`config.mk`:
```
export PLATFORM = sky130hd
export DESIGN_NAME = priority_wait_queue_top
export DESIGN_NICKNAME = d
export VERILOG_FILES = /design/src/rtl/core/pwq_pkg.sv /design/src/rtl/core/pwq_ram.sv /design/src/rtl/core/pwq_ctrl.sv /design/src/rtl/core/pwq_datapath.sv /design/src/rtl/core/priority_wait_queue_top.sv
export SDC_FILE = /design/constraint.sdc
export NUM_CORES = 2
export LEC_CHECK = 0
export BUFFER_PORTS_ARGS = -buffer_cell sky130_fd_sc_hd__buf_2
export CAP_MARGIN = 20
export CORE_ASPECT_RATIO = 0.7
export CORE_MARGIN = 1
export CORE_UTILIZATION = 50
export CTS_BUF_LIST = sky130_fd_sc_hd__clkbuf_8 sky130_fd_sc_hd__clkbuf_16
export DETAILED_ROUTE_END_ITERATION = 16
export HOLD_SLACK_MARGIN = 0.15
export MAX_ROUTING_LAYER = met4
export PLACE_DENSITY_LB_ADDON = 0.2
export SYNTH_ARGS = -nofsm -noshare
export SYNTH_HDL_FRONTEND = slang
export SYNTH_SLANG_ARGS = --single-unit
```
`constraint.sdc`:
```
create_clock -name clk -period 8.22 [get_ports clk]
set_input_delay 0.822 -clock clk [delete_from_list [all_inputs] [get_ports clk]]
set_output_delay 0.822 -clock clk [all_outputs]
set_load 0.01 [all_outputs]
```
`src/rtl/core/pwq_pkg.sv`:
```
// Shared types and constants for the priority wait queue.
package pwq_pkg;

  localparam int unsigned PRIO_W     = 64;
  localparam int unsigned TIE_W      = 32;
  localparam int unsigned ID_FIELD_W = 16;
  localparam int unsigned POS_W      = 6;

  localparam logic ACT_INSERT = 1'b0;
  localparam logic ACT_REMOVE = 1'b1;

  typedef struct packed {
    logic                  action;
    logic [ID_FIELD_W-1:0] waiter_id;
    logic [PRIO_W-1:0]     priority_time;
    logic [TIE_W-1:0]      tie_value;
  } pwq_in_t;

  typedef struct packed {
    logic [POS_W-1:0]      position;
    logic [ID_FIELD_W-1:0] head_id;
    logic                  head_valid;
    logic                  overflow;
  } pwq_out_t;

  typedef enum logic [2:0] {
    ST_IDLE,
    ST_DISPATCH,
    ST_INS_CMP,
    ST_INS_PUT,
    ST_RM_POP,
    ST_DONE
  } pwq_state_t;

  // Controller to datapath
  typedef struct packed {
    logic load;     // latch request, clear result, idx = count
    logic rd_prev;  // read entry idx-1
    logic shift;    // move read entry to idx, step idx down, read idx-2
    logic put;      // write new entry at idx, count up, report position
    logic rd_head;  // read head entry
    logic pop;      // report head, advance head, count down
    logic set_ovf;  // report refused insert
  } pwq_cmd_t;

  // Datapath to controller
  typedef struct packed {
    logic remove;
    logic full;
    logic empty;
    logic beats;
    logic idx_le1;
  } pwq_stat_t;

endpackage

```
`src/rtl/core/pwq_ram.sv`:
```
// Generic single-write, single-read RAM with registered read data.
module pwq_ram #(
  parameter int unsigned WIDTH = 8,
  parameter int unsigned DEPTH = 32
) (
  input  logic                     clk,
  input  logic                     we,
  input  logic [$clog2(DEPTH)-1:0] waddr,
  input  logic [WIDTH-1:0]         wdata,
  input  logic                     re,
  input  logic [$clog2(DEPTH)-1:0] raddr,
  output logic [WIDTH-1:0]         rdata
);

  logic [WIDTH-1:0] mem [DEPTH];

  always_ff @(posedge clk) begin
    if (we) begin
      mem[waddr] <= wdata;
    end
    if (re) begin
      rdata <= mem[raddr];
    end
  end

endmodule

```
`src/rtl/core/pwq_ctrl.sv`:
```
// Controller state machine for the priority wait queue.
module pwq_ctrl (
  input  logic              clk,
  input  logic              rst_n,
  input  logic              start,
  input  pwq_pkg::pwq_stat_t stat,
  output pwq_pkg::pwq_cmd_t  cmd,
  output logic              busy,
  output logic              out_valid
);

  pwq_pkg::pwq_state_t state_r, state_nxt;

  always_ff @(posedge clk) begin
    if (!rst_n) begin
      state_r <= pwq_pkg::ST_IDLE;
    end else begin
      state_r <= state_nxt;
    end
  end

  always_comb begin
    state_nxt = state_r;
    cmd       = '0;
    unique case (state_r)
      pwq_pkg::ST_IDLE: begin
        if (start) begin
          cmd.load  = 1'b1;
          state_nxt = pwq_pkg::ST_DISPATCH;
        end
      end
      pwq_pkg::ST_DISPATCH: begin
        priority if (stat.remove && stat.empty) begin
          state_nxt = pwq_pkg::ST_DONE;
        end else if (stat.remove) begin
          cmd.rd_head = 1'b1;
          state_nxt   = pwq_pkg::ST_RM_POP;
        end else if (stat.full) begin
          cmd.set_ovf = 1'b1;
          state_nxt   = pwq_pkg::ST_DONE;
        end else if (stat.empty) begin
          cmd.put   = 1'b1;
          state_nxt = pwq_pkg::ST_DONE;
        end else begin
          cmd.rd_prev = 1'b1;
          state_nxt   = pwq_pkg::ST_INS_CMP;
        end
      end
      pwq_pkg::ST_INS_CMP: begin
        // walk from the tail, moving beaten entries up one slot
        if (stat.beats) begin
          cmd.shift = 1'b1;
          if (stat.idx_le1) begin
            state_nxt = pwq_pkg::ST_INS_PUT;
          end
        end else begin
          cmd.put   = 1'b1;
          state_nxt = pwq_pkg::ST_DONE;
        end
      end
      pwq_pkg::ST_INS_PUT: begin
        cmd.put   = 1'b1;
        state_nxt = pwq_pkg::ST_DONE;
      end
      pwq_pkg::ST_RM_POP: begin
        cmd.pop   = 1'b1;
        state_nxt = pwq_pkg::ST_DONE;
      end
      pwq_pkg::ST_DONE: begin
        state_nxt = pwq_pkg::ST_IDLE;
      end
      default: begin
        state_nxt = pwq_pkg::ST_IDLE;
      end
    endcase
  end

  assign busy      = (state_r != pwq_pkg::ST_IDLE);
  assign out_valid = (state_r == pwq_pkg::ST_DONE);

endmodule

```
`src/rtl/core/pwq_datapath.sv`:
```
// Datapath: circular entry store, head and fill counters, compare and result register.
module pwq_datapath #(
  parameter int unsigned QUEUE_DEPTH = 32,
  parameter int unsigned ID_WIDTH    = 16
) (
  input  logic               clk,
  input  logic               rst_n,
  input  pwq_pkg::pwq_cmd_t  cmd,
  output pwq_pkg::pwq_stat_t stat,
  input  pwq_pkg::pwq_in_t   in_request,
  output pwq_pkg::pwq_out_t  out_result
);

  localparam int unsigned AW = $clog2(QUEUE_DEPTH);
  localparam int unsigned CW = $clog2(QUEUE_DEPTH + 1);
  localparam int unsigned PW = CW + 1;
  localparam int unsigned OW = (ID_WIDTH < pwq_pkg::ID_FIELD_W) ? ID_WIDTH
                                                                : pwq_pkg::ID_FIELD_W;
  localparam int unsigned EW = pwq_pkg::PRIO_W + pwq_pkg::TIE_W + OW;

  logic [CW-1:0]     count_r;
  logic [AW-1:0]     head_r;
  logic [CW-1:0]     idx_r;
  pwq_pkg::pwq_in_t  req_r;
  pwq_pkg::pwq_out_t res_r;

  logic                      ram_we;
  logic [AW-1:0]             ram_waddr;
  logic [EW-1:0]             ram_wdata;
  logic                      ram_re;
  logic [AW-1:0]             ram_raddr;
  logic [EW-1:0]             ram_rdata;
  logic [EW-1:0]             new_entry;
  logic [pwq_pkg::PRIO_W-1:0] rd_prio;
  logic [pwq_pkg::TIE_W-1:0]  rd_tie;
  logic [OW-1:0]             rd_owner;
  logic [CW-1:0]             idx_m1;
  logic [CW-1:0]             idx_m2;

  // Logical slot k sits at head + k, wrapped at the depth.
  function automatic logic [AW-1:0] phys(input logic [AW-1:0] head,
                                         input logic [CW-1:0] k);
    logic [PW-1:0] s;
    s = PW'(head) + PW'(k);
    if (s >= PW'(QUEUE_DEPTH)) begin
      s = s - PW'(QUEUE_DEPTH);
    end
    return AW'(s);
  endfunction

  assign idx_m1    = idx_r - CW'(1);
  assign idx_m2    = idx_r - CW'(2);
  assign new_entry = {req_r.priority_time, req_r.tie_value, req_r.waiter_id[OW-1:0]};
  assign rd_prio   = ram_rdata[EW-1 -: pwq_pkg::PRIO_W];
  assign rd_tie    = ram_rdata[OW + pwq_pkg::TIE_W - 1 -: pwq_pkg::TIE_W];
  assign rd_owner  = ram_rdata[OW-1:0];

  assign ram_we    = cmd.put | cmd.shift;
  assign ram_waddr = phys(head_r, idx_r);
  assign ram_wdata = cmd.put ? new_entry : ram_rdata;
  assign ram_re    = cmd.rd_prev | cmd.rd_head | (cmd.shift & ~stat.idx_le1);

  always_comb begin
    priority if (cmd.rd_head) begin
      ram_raddr = head_r;
    end else if (cmd.shift) begin
      ram_raddr = phys(head_r, idx_m2);
    end else begin
      ram_raddr = phys(head_r, idx_m1);
    end
  end

  pwq_ram #(
    .WIDTH (EW),
    .DEPTH (QUEUE_DEPTH)
  ) u_ram (
    .clk   (clk),
    .we    (ram_we),
    .waddr (ram_waddr),
    .wdata (ram_wdata),
    .re    (ram_re),
    .raddr (ram_raddr),
    .rdata (ram_rdata)
  );

  always_comb begin
    stat.remove  = (req_r.action == pwq_pkg::ACT_REMOVE);
    stat.full    = (count_r == CW'(QUEUE_DEPTH));
    stat.empty   = (count_r == '0);
    stat.beats   = (req_r.priority_time < rd_prio) ||
                   ((req_r.priority_time == rd_prio) && (req_r.tie_value < rd_tie));
    stat.idx_le1 = (idx_r <= CW'(1));
  end

  always_ff @(posedge clk) begin
    if (!rst_n) begin
      count_r <= '0;
      head_r  <= '0;
    end else begin
      if (cmd.put) begin
        count_r <= count_r + CW'(1);
      end else if (cmd.pop) begin
        count_r <= count_r - CW'(1);
        head_r  <= (head_r == AW'(QUEUE_DEPTH - 1)) ? '0 : head_r + AW'(1);
      end
    end
  end

  always_ff @(posedge clk) begin
    if (cmd.load) begin
      req_r <= in_request;
      idx_r <= count_r;
      res_r <= '0;
    end else begin
      if (cmd.shift) begin
        idx_r <= idx_m1;
      end
      if (cmd.put) begin
        res_r.position <= pwq_pkg::POS_W'(idx_r);
      end
      if (cmd.pop) begin
        res_r.head_id    <= pwq_pkg::ID_FIELD_W'(rd_owner);
        res_r.head_valid <= 1'b1;
      end
      if (cmd.set_ovf) begin
        res_r.overflow <= 1'b1;
      end
    end
  end

  assign out_result = res_r;

endmodule

```
`src/rtl/core/priority_wait_queue_top.sv`:
```
// Top level of the priority wait queue: controller, datapath and checks.
//
// A request is taken when start is high and busy is low; busy stays high until
// its result has been shown. Each request gives exactly one result, held on
// out_result for a single cycle while out_valid is high, and the receiver must
// take it then. A remove that finds a waiter goes from the dispatch state to the
// pop state and then to the result; a remove from an empty queue, a refused
// insert or an insert into an empty queue goes from dispatch straight to the
// result. An insert into a queue holding at least one entry walks from the tail
// toward the head one entry per cycle through the single read port of the
// entry memory, moving each entry it beats up by one slot. A new request can
// be taken in the cycle right after the result cycle. The store is circular,
// so a remove never moves entries. No clearing pass follows reset.
module priority_wait_queue_top #(
  parameter int unsigned QUEUE_DEPTH = 32,
  parameter int unsigned ID_WIDTH    = 16
) (
  input  logic              clk,
  input  logic              rst_n,
  input  logic              start,
  output logic              busy,
  input  pwq_pkg::pwq_in_t  in_request,
  output logic              out_valid,
  output pwq_pkg::pwq_out_t out_result
);

  pwq_pkg::pwq_cmd_t  cmd;
  pwq_pkg::pwq_stat_t stat;

  pwq_ctrl u_ctrl (
    .clk       (clk),
    .rst_n     (rst_n),
    .start     (start),
    .stat      (stat),
    .cmd       (cmd),
    .busy      (busy),
    .out_valid (out_valid)
  );

  pwq_datapath #(
    .QUEUE_DEPTH (QUEUE_DEPTH),
    .ID_WIDTH    (ID_WIDTH)
  ) u_datapath (
    .clk        (clk),
    .rst_n      (rst_n),
    .cmd        (cmd),
    .stat       (stat),
    .in_request (in_request),
    .out_result (out_result)
  );

`ifndef SYNTH
  a_accept_busy: assert property (@(posedge clk) disable iff (!rst_n)
    start && !busy |=> busy)
    else $error("request accepted without going busy");

  a_result_frees: assert property (@(posedge clk) disable iff (!rst_n)
    out_valid |=> !busy && !out_valid)
    else $error("result strobe not followed by idle");

  a_no_put_full: assert property (@(posedge clk) disable iff (!rst_n)
    !(cmd.put && stat.full))
    else $error("write into a full queue");

  a_result_excl: assert property (@(posedge clk) disable iff (!rst_n)
    out_valid |-> !(out_result.head_valid && out_result.overflow))
    else $error("remove and refused insert flagged together");
`endif

endmodule
```
==> metrics.csv <==
metric,value,unit
Post-synth EDFFs,3815,
"Seq/Total Area, Yosys",75.3,%
Yosys Warn Count,0,
Synth Area in XOR/XNOR,0.127,%
CP cell instances,inv_1 -> ha_1 -> nand4_1 -> or3_1 -> a21oi_1 -> o311a_1 -> o41ai_2 -> buf_4 -> a21oi_1 -> or3_1 -> xnor2_1 -> ha_1 -> fa_1 -> mux2_8 -> nand2_4 -> buf_12 -> buf_12 -> o221ai_1 -> a21oi_1 -> nor3_1 -> mux2_1,
setup violators final,0,
die area,308000,um2
row count,169,
PortBufs,141,
global-route wire length before repair,646000,um
cell taking the most area after synthesis,edfxtp_1,
vias per cell,6.27,
Netlist cell types,63,
clock-pin slew on the worst setup and hold paths,60,ps
Mapped Nets,10500,
# Max-Cap Violations,0,
largest net degree at the start of global routing,120,
Crit Path Category,reg2reg,
Final Max Slew Viols,0,
number of global-route vias before repair,89400,
Layout Nets,10800,
RSZ-0062 raised after global routing,false,
"commonest non-fill, non-tap cells in the layout","edfxtp_1 (3815), nand2_1 (1949), mux2i_1 (882), nand3_1 (845), a21oi_1 (670)",
"commonest non-fill, non-tap cell in the layout",edfxtp_1,
CTS Buf Count,364,
CP Buf/Inv Count,4,
crit-path max FO,66,
CP most frequent cell,a21oi_1,
Post-synth top flop,edfxtp_1,
Die X,663,um
clk root buf,clkbuf_16,
Mapped Area,153000,um2
element type at the critical path end,register,
setup TNS,0,ps
Seq cells post-synth,3853,
Setup Buffers After CTS,0,
Hold Path Origin,in_request[98],
Synth Area in Adders,0.963,%
drt wl/cell,30.5,um
CP Launch Type,register,
simple-gate share of the synthesized area,8.83,%
f_max,135,MHz
worst setup path startpoint,u_datapath.u_ram.rdata[63]$_DFFE_PP_,
Final Hold Viols,0,
Worst R2R Setup Slack,790,ps
CTS HTree Levels,5,
Worst Hold Class,in2reg,
Final Cycle Share,90.4,%
CTS Hold Bufs,110,
mux cell area share after synthesis,7.33,%
CP arrival,8080,ps
Slew @ Worst Pin,1200,ps
Worst Skew,52.3,ps
hpwl dp,216000,um
remaining routing DRC violations,0,
crit-path leading delay family,compound AO/OA/AOI/OAI gates,
Yosys top cell area share,74.8,%
Clock Latency Late Sink,930,ps
Compound-Gate Fraction of Synth Area,5.52,%
count of nets left with antenna violations after detail routing,0,
Mean Syn Cell Area,14.9,um2
main combinational cell family by area after synthesis,simple AND/OR/NAND/NOR gates,
worst endpoint required time,8870,ps
Die H,465,um
DRT iter0 DRCs,13100,
Area growth syn-to-layout,13.1,%
asr flop ratio synth,0,%
post-layout min period,7430,ps
r2r startpoint,u_datapath.u_ram.rdata[63]$_DFFE_PP_,
grt ovf,0,
CORE AREA,304000,um2
Pre-antenna DRT Iters,6,
clk sinks,3853,
TritonCTS clock tree,built,
worst rel slew slack,20.2,%
GPL Wtd Cong,0.831,
status,"finished, final reports clean",
share of cells above drive strength 1,10.5,%
I/O Pins,142,
clock buffer depth,4,
Starting Density,50.4,%
gr usage total,29.7,%
post-CTS sizing,0,
Slowest Stage Delay on Critical Path,680,ps
final wirelength,454000,um
Synth area leaders,"edfxtp_1 (75%), mux2i_1 (5.8%), nand2_1 (4.8%)",
initial antenna violation count,6,
slowest CP cell,a21oi_1,
Post-Synthesis Cells,10300,
DR vias,93100,
## worst paths after layout
path / end / cells after the start
setup / recovery: u_datapath.u_ram.rdata[95]$_DFFE_PP_ / 21
hold / removal: u_datapath.new_entry[2]$_DFFE_PP_ / 1
setup reg to reg: u_datapath.u_ram.rdata[95]$_DFFE_PP_ / 21
hold reg to reg: u_datapath.out_result[7]$_SDFFE_PP0P_ / 2
## routing by layer
metal | vias to the layer above | routed length (um) | GRT usage (%)
met1 | 47200 | 190000 | 42.7
met5 | - | 0 | -
met4 | 0 | 14100 | 8.35
li1 | 39700 | - | -
met3 | 790 | 43700 | 3.98
met2 | 5377 | 206000 | 44.7
## layout make-up
type / count / area, um2
multi-input cells: 5696 / 35300
well taps: 4018 / 5030
clock buffers: 375 / 9320
repair buffers: 536 / 5430
clock inverters: 278 / 2350
fillers: 23300 / 131000
flip-flops and latches: 3853 / 115000
diodes: 4 / 10.0
inverters: 104 / 398
## sequential cells by signal (all words and copies together), names as in the netlist
register,count
u_ctrl.state_r,3
u_datapath.count_r,6
u_datapath.head_r,5
u_datapath.idx_r,6
u_datapath.new_entry,112
u_datapath.out_result,24
u_datapath.stat,1
u_datapath.u_ram.mem,3584
u_datapath.u_ram.rdata,112
## synth_stat cells, types with 4 or more instances
master,instances
a21boi_0,8
ha_1,113
nand3_1,845
nand2_1,1951
a21oi_1,670
nor2_1,84
a41oi_1,19
clkbuf_1,451
buf_8,8
inv_1,103
a211oi_1,4
mux2_1,60
xnor2_1,9
mux2i_1,886
nor3_1,222
dfxtp_1,38
mux2_2,147
and2_1,4
nand4_1,21
a31oi_1,56
a21o_1,32
buf_2,80
o221ai_1,446
nor2b_1,5
edfxtp_1,3815
buf_1,73
xor2_1,10
and3_1,37
o21ai_0,14
## metrics by stage
step	std cells	instance area, um2	hold slack, ps	util [%]	worst slack [ps]
after CTS	14900	173000	194	57.0	950
after global placement	14100	160000	445	52.7	835
final	14900	173000	247	57.0	792
after floorplan	10300	153000	481	-	997
after global routing	14900	173000	202	57.0	528
after detailed placement	14100	160000	446	52.8	1020
## cells by family (layout without fill, tap and decap cells)
family / count (synthesis) / after routing
AND/OR/NAND/NOR: 3185 / 3185
multiplexers: 1095 / 1095
other: 0 / 4
flip-flops: 3853 / 3853
buffers and inverters: 720 / 1293
XOR/XNOR: 20 / 20
AO/OA/AOI/OAI: 1280 / 1280
adder cells (fa/ha/maj): 116 / 116
Power is left out: the tool's default activity adds up to more than one toggle a clock period on the data nets, which glitch-free logic cannot reach.
